$ cat src/design/pwf_pkg.sv
// ----------------------------------------------------------------------------
// pwf_pkg
// Shared constants and codes for the PCM to PWM sample FIFO.
// ----------------------------------------------------------------------------
package pwf_pkg;

   localparam int FIFO_DEPTH = 4096;
   localparam int OUT_BITS   = 8;
   localparam int PCM_BITS   = 16;
   localparam int PTR_W      = $clog2(FIFO_DEPTH);
   localparam int CNT_W      = $clog2(FIFO_DEPTH + 1);
   localparam int TOTAL_W    = 32;

   localparam logic [OUT_BITS-1:0] MIDSCALE = OUT_BITS'(128);

   typedef enum logic [1:0] {
      OP_PUSH  = 2'd0,
      OP_PULL  = 2'd1,
      OP_CLEAR = 2'd2,
      OP_NOP   = 2'd3
   } opcode_type;

endpackage

$ cat src/design/pwf_conv.sv
// ----------------------------------------------------------------------------
// pwf_conv
// PCM to PWM code: optional stereo average (toward zero), offset, scale down.
// ----------------------------------------------------------------------------
module pwf_conv
   import pwf_pkg::*;
(
   input  logic                       stereo,
   input  logic signed [PCM_BITS-1:0] left_sample,
   input  logic signed [PCM_BITS-1:0] right_sample,
   output logic        [OUT_BITS-1:0] code
);

   logic signed [PCM_BITS:0]   sum;
   logic signed [PCM_BITS:0]   sum_adj;
   logic signed [PCM_BITS-1:0] mono;
   logic        [PCM_BITS-1:0] biased;

   always_comb begin
      sum     = {left_sample[PCM_BITS-1], left_sample}
              + {right_sample[PCM_BITS-1], right_sample};
      // round toward zero: add one before the shift when negative
      sum_adj = sum + {{PCM_BITS{1'b0}}, sum[PCM_BITS]};
      mono    = stereo ? sum_adj[PCM_BITS:1] : left_sample;
      biased  = {~mono[PCM_BITS-1], mono[PCM_BITS-2:0]};
      code    = biased[PCM_BITS-1:PCM_BITS-OUT_BITS];
   end

endmodule

$ cat config.mk
export PLATFORM = sky130hd
export DESIGN_NAME = pwf_conv
export DESIGN_NICKNAME = d
export VERILOG_FILES = /design/src/design/pwf_pkg.sv /design/src/design/pwf_conv.sv
export SDC_FILE = /design/constraint.sdc
export NUM_CORES = 1
export LEC_CHECK = 0
export BUFFER_PORTS_ARGS = -buffer_cell sky130_fd_sc_hd__buf_4
export CAP_MARGIN = 20
export CORE_MARGIN = 3
export CORE_UTILIZATION = 57
export DETAILED_ROUTE_END_ITERATION = 6
export PLACE_DENSITY_LB_ADDON = 0.3
export SYNTH_ARGS = -nofsm -noshare
export SYNTH_HDL_FRONTEND = slang
export SYNTH_SLANG_ARGS = --single-unit
$ cat constraint.sdc
create_clock -name vclk -period 11
set_input_delay 1.1 -clock vclk [all_inputs]
set_output_delay 1.1 -clock vclk [all_outputs]
set_load 0.1 [all_outputs]
==> impl_metrics.yaml, run 1 <==
synth:
  yosysTopAreaCell: "ha_1"
  synthCells: 167
  seq_area_frac_synth_pct: 0
  netlist.area_leader.share_pct: 17.7
  syn_area_per_cell_sq_um: 6.77
  synth_nets: 217
  ys_types: 47
  ys_warn_count: 0
  synth_area_leaders: "ha_1 18%, a21oi_1 8.4%, nor2_1 5.0%"
  syn-cell-area_sq_um: 1130
die:
  start_util_pct: 62.7
  ios: 41
  die_area_sq_um: 2550
  num_rows: 15
  core_area_sq_um: 1800
  die_x_microns: 50.5
  chipHeight_microns: 50.5
drt:
  via_count: 1415
  wire_per_inst_microns: 13.8
  drt_pre_antenna_iters: 4
  drt_iter0_markers: 53
  drc: 0
  wl_microns: 3150
  via_per_inst: 6.18
  final_antenna_net_count: 0
finish:
  nets: 256
  nClkBuffers: 0
  area.sequential_sq_um: 0
  fin_cells: 229
  post-route-cell-area_sq_um: 1450
  utilization_pct: 80.6
  seq_cell_count: 0
  antenna_cells: 0
  multi_input_area_sq_um: 1070
  syn2layout_area_growth_pct: 28.6
  drive_above_1_share_pct: 23.0
  fillers: 135
placed_design:
  io_buffers: 41
  dp.cells: 229
  hpwlAfterDp_microns: 2680
  place_congestion: 0.913
  dpl_cell_area_sq_um: 1450
critical_path:
  worstSetupPathType: "in -> out"
  worstPathCellList: "buf_4, ha_1, inv_1, fa_1, nand3b_1, a2111oi_2, o2111ai_1, or4_1, or4b_4, or4_1, a31oi_1, buf_4"
  cpPeakStageDelay_ps: 650
  path_depth: 12
  cp-start-kind: "primary input"
  endpoint_kind: "output pin"
  cp_max_fo: 6
  arrival_ps: 4670
  cp.required_ps: 9900
  crit_path_top_delay_cell: "or4_1"
  worst-path-buf-inv: 3
  critical-path-top-delay-family: "simple AND/OR/NAND/NOR gates"
  startpoint: "left_sample[0]"
sta:
  tightestPinTransition_ps: 664
  slew_headroom_pct: 55.1
  fin_crit_ps: 5770
  setup_tns_ps: 0
  whs_ps: 2570
  finalSetupViolations: 0
  hold_viol: 0
  fin_crit_sh_pct: 52.4
  slew_violations: 0
  rsz0062_at_grt: "false"
  max_freq_mhz: 173
grt:
  grt_max_degree: 16
  grt_usage_pct: 26.0
  grt_overflow: 0
  antenna_found_initial: 0
  grt_pass1_wl_microns: 5510
  grt_pass1_vias: 1308
run_status:
  outcome: "completed"
power:
  clkPwrFrac_pct: 0
  p_per_area_nw_per_um2: 80.0
  p_leak_nw: 0.663
  p_int_mw: 0.0399
  peakVddDrop_mv: 0.0618
  switching_share_pct: 65.7
  p_sw_mw: 0.0763
  p_seq_share_pct: 0
  comb_power_share_pct: 100.0
clocking:
  cts_resized: 0
  ctsHoldBuffers: 0
  post_cts_buffers: 0
hold_path:
  hold_depth: 3
  holdPathEnd: "code[7]"
  worst_hold_path_type: "in -> out"
  min_from: "left_sample[15]"
run:
  drv_cap: 0
## layer usage
metal  track usage (%)  up-vias  wire, microns
met5                 0        -              0
li1                  -      715              -
met2              43.7       66           1450
met3             0.890        8            200
met1              36.6      626           1450
met4              5.83        0             51
## per-stage QoR
step | power [mW] | worst slack, ps
finish | 0.116 | 5230
global route | 0.126 | 5080
CTS | 0.115 | 5220
detailed placement | 0.114 | 5260
global placement | 0.111 | 5360
floorplan | 0.0868 | 4460
## cell usage after synthesis (2+ instances only)
cell,number
a41oi_1,2
nand2b_1,2
a21o_1,3
o31ai_1,2
or4_1,2
inv_1,12
clkbuf_1,3
nor3_1,4
o211ai_1,4
a211oi_1,3
ha_1,16
a21oi_1,19
xnor2_1,5
o21bai_1,2
nand3_1,8
mux2i_1,2
a31oi_1,2
nor2b_1,4
nand4b_1,2
o21ai_0,7
xor2_1,6
a211o_1,4
nand4_1,3
nor2_1,15
and2_1,2
nand2_1,12
## placed cells by master, fill, tap and decap left out, types with 2 or more instances in the layout
cell type / instances
xnor2_1: 5
a21oi_1: 19
o21ai_0: 7
buf_4: 41
a211o_1: 4
a21o_1: 3
nand2_1: 12
mux2i_1: 2
o31ai_1: 2
o211ai_1: 4
nor2b_1: 4
or4_1: 2
o21bai_1: 2
nor3_1: 4
nand2b_1: 2
a41oi_1: 2
a31oi_1: 2
a211oi_1: 3
nand4b_1: 2
nand3_1: 8
inv_1: 12
ha_1: 16
xor2_1: 6
nor2_1: 15
nand4_1: 3
and2_1: 2
## power by group through the flow
stage | combinational, mW | clock, mW | sequential, mW
floorplan | 0.0868 | 0 | 0
global placement | 0.111 | 0 | 0
detailed placement | 0.114 | 0 | 0
CTS | 0.115 | 0 | 0
global route | 0.126 | 0 | 0
finish | 0.116 | 0 | 0
## cell families (layout without fill, tap and decap cells)
kind of cell    count (synthesis)  in the layout  synth area share (%)
fa+ha+maj                      17             17                  19.5
buf+inv                        16             53                  5.43
mux                             3              3                  2.77
xor+xnor                       11             11                  8.53
compound gates                 58             58                  34.7
simple gates                   62             62                  29.1
## layout make-up
type                            count  area share (%)
Multi-Input combinational cell    151            73.6
Timing Repair Buffer               41            21.2
Inverter                           12            3.10
Tap cell                           25            2.15
## worst max-delay path by stage
stage,to,slack [ps]
after floorplan,code[5],4460
after global placement,code[5],5360
after detailed placement,code[5],5260
after CTS,code[5],5220
after global routing,code[5],5080
final,code[5],5230
## worst min-delay path: cells and delay by family
family	cells	cell delay (ps)
muxes	1	50
buffers and inverters	2	320
Power figures use the tool's default switching activity.
==> run 2, diff against run 1 <==
--- a/config.mk
+++ b/config.mk
@@ -8,7 +8,7 @@
 export BUFFER_PORTS_ARGS = -buffer_cell sky130_fd_sc_hd__buf_4
 export CAP_MARGIN = 20
 export CORE_MARGIN = 3
-export CORE_UTILIZATION = 57
+export CORE_UTILIZATION = 48
 export DETAILED_ROUTE_END_ITERATION = 6
 export PLACE_DENSITY_LB_ADDON = 0.3
 export SYNTH_ARGS = -nofsm -noshare
==> constraint.sdc (replaced) <==
create_clock -name vclk -period 4.7
set_input_delay 0.47 -clock vclk [all_inputs]
set_output_delay 0.47 -clock vclk [all_outputs]
set_load 0.1 [all_outputs]
==> impl_metrics.yaml, run 2 (synthesis results as in run 1) <==
sta:
  setup_slack_ps: 221
  max_freq_mhz: 223
  tightestPinTransition_ps: 551
  slew_violations: 0
  fin_crit_sh_pct: 95.3
  whs_ps: 1320
  rsz0062_at_grt: "false"
  setup_tns_ps: 0
  fin_crit_ps: 4480
  slew_headroom_pct: 62.7
  finalSetupViolations: 0
  hold_viol: 0
finish:
  drive_above_1_share_pct: 25.0
  antenna_cells: 0
  utilization_pct: 70.9
  layout_commonest_cell: "buf_4"
  nets: 256
  nClkBuffers: 0
  seq_cell_count: 0
  syn2layout_area_growth_pct: 30.6
  final_cell_mix: "41 x buf_4, 18 x a21oi_1, 16 x ha_1, 15 x nor2_1"
  fin_cells: 231
  post-route-cell-area_sq_um: 1480
  area.sequential_sq_um: 0
clocking:
  ctsHoldBuffers: 0
  post_cts_buffers: 0
  cts_resized: 0
critical_path:
  critical-path-top-delay-family: "simple AND/OR/NAND/NOR gates"
  cp_max_fo: 6
  cp-start-kind: "primary input"
  endpoint_kind: "output pin"
  worst-path-buf-inv: 3
  worstSetupPathType: "in -> out"
  arrival_ps: 4010
  worstPathCellList: "buf_4, ha_1, inv_1, fa_1, nand3b_1, a2111oi_2, o2111ai_1, or4_1, or4b_4, or4_1, a31oi_2, buf_4"
  crit_path_top_delay_cell: "or4_1"
  cpPeakStageDelay_ps: 650
  cp.required_ps: 4230
drt:
  via_count: 1398
  drc: 0
  wl_microns: 3280
  wire_per_inst_microns: 14.2
  drt_pre_antenna_iters: 4
  via_per_inst: 6.05
  final_antenna_net_count: 0
  drt_iter0_markers: 32
grt:
  grt_overflow: 0
  grt_max_degree: 16
  grt_pass1_vias: 1326
  grt_pass1_wl_microns: 5120
  antenna_found_initial: 0
  grt_usage_pct: 22.9
power:
  p_leak_nw: 0.663
  p_per_area_nw_per_um2: 187
  peakVddDrop_mv: 0.141
  design_power_total_mw: 0.275
die:
  core_area_sq_um: 2080
  ios: 41
  start_util_pct: 54.3
  die_area_sq_um: 2970
  chipHeight_microns: 54.5
  num_rows: 16
  die_x_microns: 54.5
hold_path:
  worst_hold_path_type: "in -> out"
placed_design:
  pre_cts_slack_ps: 204
  io_buffers: 41
  place_congestion: 0.867
  dpl_cell_area_sq_um: 1480
  dp.cells: 231
  hpwlAfterDp_microns: 2860
run:
  drv_cap: 0
run_status:
  outcome: "completed"
[run 2: cell counts in the layout (fill, tap and decap cells not counted)]
Identical to the previous run, type by type.
[run 2: power by group]
part	total, mW	internal [mW]	switching [mW]
sequential	0	0	0
clock	0	0	0
combinational	0.275	0.0953	0.180
total	0.275	0.0953	0.180
[run 2: tightest hold or removal path: stages]
cell and delay [ps]:
buf_4 90, mux2i_2 60, buf_4 230
[run 2: worst paths after layout]
path / start / end / slack, ps / depth (start not counted)
min: left_sample[15] / code[7] / 1320 / 3
max: left_sample[0] / code[5] / 220 / 12
[run 2: cell type report]
class / instances / area (sq um)
fillers: 189 / 607
multi-input cells: 151 / 1090
inverters: 12 / 45.0
well taps: 27 / 33.8
repair buffers: 41 / 308
[run 2: metal layers]
metal | vias to the layer above | wire [microns] | track usage [%]
met5 | - | 0 | 0
met4 | 0 | 41 | 7.05
met3 | 5 | 170 | 0.817
met2 | 51 | 1660 | 45.2
met1 | 624 | 1410 | 25.8
li1 | 718 | - | -
==> run 3, diff against run 2 <==
--- a/config.mk
+++ b/config.mk
@@ -7,7 +7,6 @@
 export LEC_CHECK = 0
 export BUFFER_PORTS_ARGS = -buffer_cell sky130_fd_sc_hd__buf_4
 export CAP_MARGIN = 20
-export CORE_MARGIN = 3
 export CORE_UTILIZATION = 48
 export DETAILED_ROUTE_END_ITERATION = 6
 export PLACE_DENSITY_LB_ADDON = 0.3
==> impl_metrics.yaml, run 3 (synthesis results as in run 1) <==
sta:
  slew_headroom_pct: 55.8
  rsz0062_at_grt: "false"
  hold_viol: 0
  slew_violations: 0
  fin_crit_sh_pct: 95.7
  max_freq_mhz: 222
  tightestPinTransition_ps: 653
  finalSetupViolations: 0
  fin_crit_ps: 4500
die:
  die_x_microns: 50.5
  start_util_pct: 51.1
  ios: 41
  die_area_sq_um: 2550
  core_area_sq_um: 2210
  num_rows: 17
  chipHeight_microns: 50.5
finish:
  seq_cell_count: 0
  area.sequential_sq_um: 0
  nets: 256
  post-route-cell-area_sq_um: 1480
  layout_commonest_cell: "buf_4"
  final_cell_mix: "41 x buf_4, 18 x a21oi_1, 16 x ha_1, 15 x nor2_1"
  antenna_cells: 0
  fin_cells: 232
  drive_above_1_share_pct: 25.0
  nClkBuffers: 0
  syn2layout_area_growth_pct: 30.7
  utilization_pct: 66.7
power:
  peakVddDrop_mv: 0.143
  p_leak_nw: 0.663
  p_per_area_nw_per_um2: 186
  design_power_total_mw: 0.274
grt:
  grt_usage_pct: 23.0
  grt_pass1_vias: 1164
  grt_overflow: 0
  grt_max_degree: 16
  antenna_found_initial: 0
  grt_pass1_wl_microns: 4770
drt:
  drt_iter0_markers: 37
  final_antenna_net_count: 0
  via_count: 1388
  wire_per_inst_microns: 12.8
  drc: 0
  wl_microns: 2970
  drt_pre_antenna_iters: 4
  via_per_inst: 5.98
critical_path:
  cp_max_fo: 6
  cp.required_ps: 4230
  arrival_ps: 4030
  endpoint_kind: "output pin"
  startpoint: "left_sample[0]"
  cp-start-kind: "primary input"
  worstSetupPathType: "in -> out"
hold_path:
  holdPathEnd: "code[7]"
  min_from: "left_sample[15]"
  hold_depth: 3
  worst_hold_path_type: "in -> out"
run_status:
  outcome: "completed"
placed_design:
  io_buffers: 41
  dpl_cell_area_sq_um: 1480
  dp.cells: 232
  hpwlAfterDp_microns: 2470
  place_congestion: 0.886
clocking:
  cts_resized: 0
  post_cts_buffers: 0
  ctsHoldBuffers: 0
run:
  drv_cap: 0
-- run 3: critical path, cell delays in order --
cell and delay [ps]:
buf_4 110, ha_1 210, inv_1 80, fa_1 410, nand3b_1 190, a2111oi_2 280, o2111ai_1 130, or4_1 630
or4b_4 570, or4_1 440, a31oi_2 190, buf_4 310
-- run 3: through the flow --
stage	worst slack [ps]	hold WS (ps)	TNS, ps
floorplan	-39.6	1240	-39.6
global placement	300	1310	0
detailed placement	196	1320	0
CTS	189	1320	0
global route	19.2	1320	0
finish	204	1320	0
-- run 3: final cells by class --
| type | instances | area (sq um) |
|---|---|---|
| tap | 28 | 35.0 |
| inverter | 12 | 45.0 |
| timing repair buffer | 41 | 308 |
| multi-input combinational | 151 | 1090 |
| fill | 204 | 736 |
-- run 3: power by group --
| group | total, mW | leakage [nW] | internal (mW) | switching, mW |
|---|---|---|---|---|
| combinational | 0.274 | 0.663 | 0.0951 | 0.179 |
| clock | 0 | 0 | 0 | 0 |
| sequential | 0 | 0 | 0 | 0 |
| total | 0.274 | 0.663 | 0.0951 | 0.179 |
-- run 3: per-layer routing --
metal / share of wire (%) / wire length [microns] / GRT usage, % / vias to the layer above
met5: 0 / 0 / 0 / -
met4: 0.34 / 10 / 0.926 / 0
met3: 7.9 / 236 / 1.52 / 2
met2: 44 / 1300 / 38.4 / 53
met1: 48 / 1430 / 33.5 / 618
li1: - / - / - / 715
-- run 3: worst max path at each step --
| stage | cells after the start | endpoint | slack [ps] |
|---|---|---|---|
| floorplan | 11 | code[5] | -40 |
| global placement | 12 | code[5] | 300 |
| detailed placement | 12 | code[5] | 200 |
| CTS | 12 | code[5] | 190 |
| global route | 12 | code[5] | 20 |
| finish | 12 | code[5] | 200 |
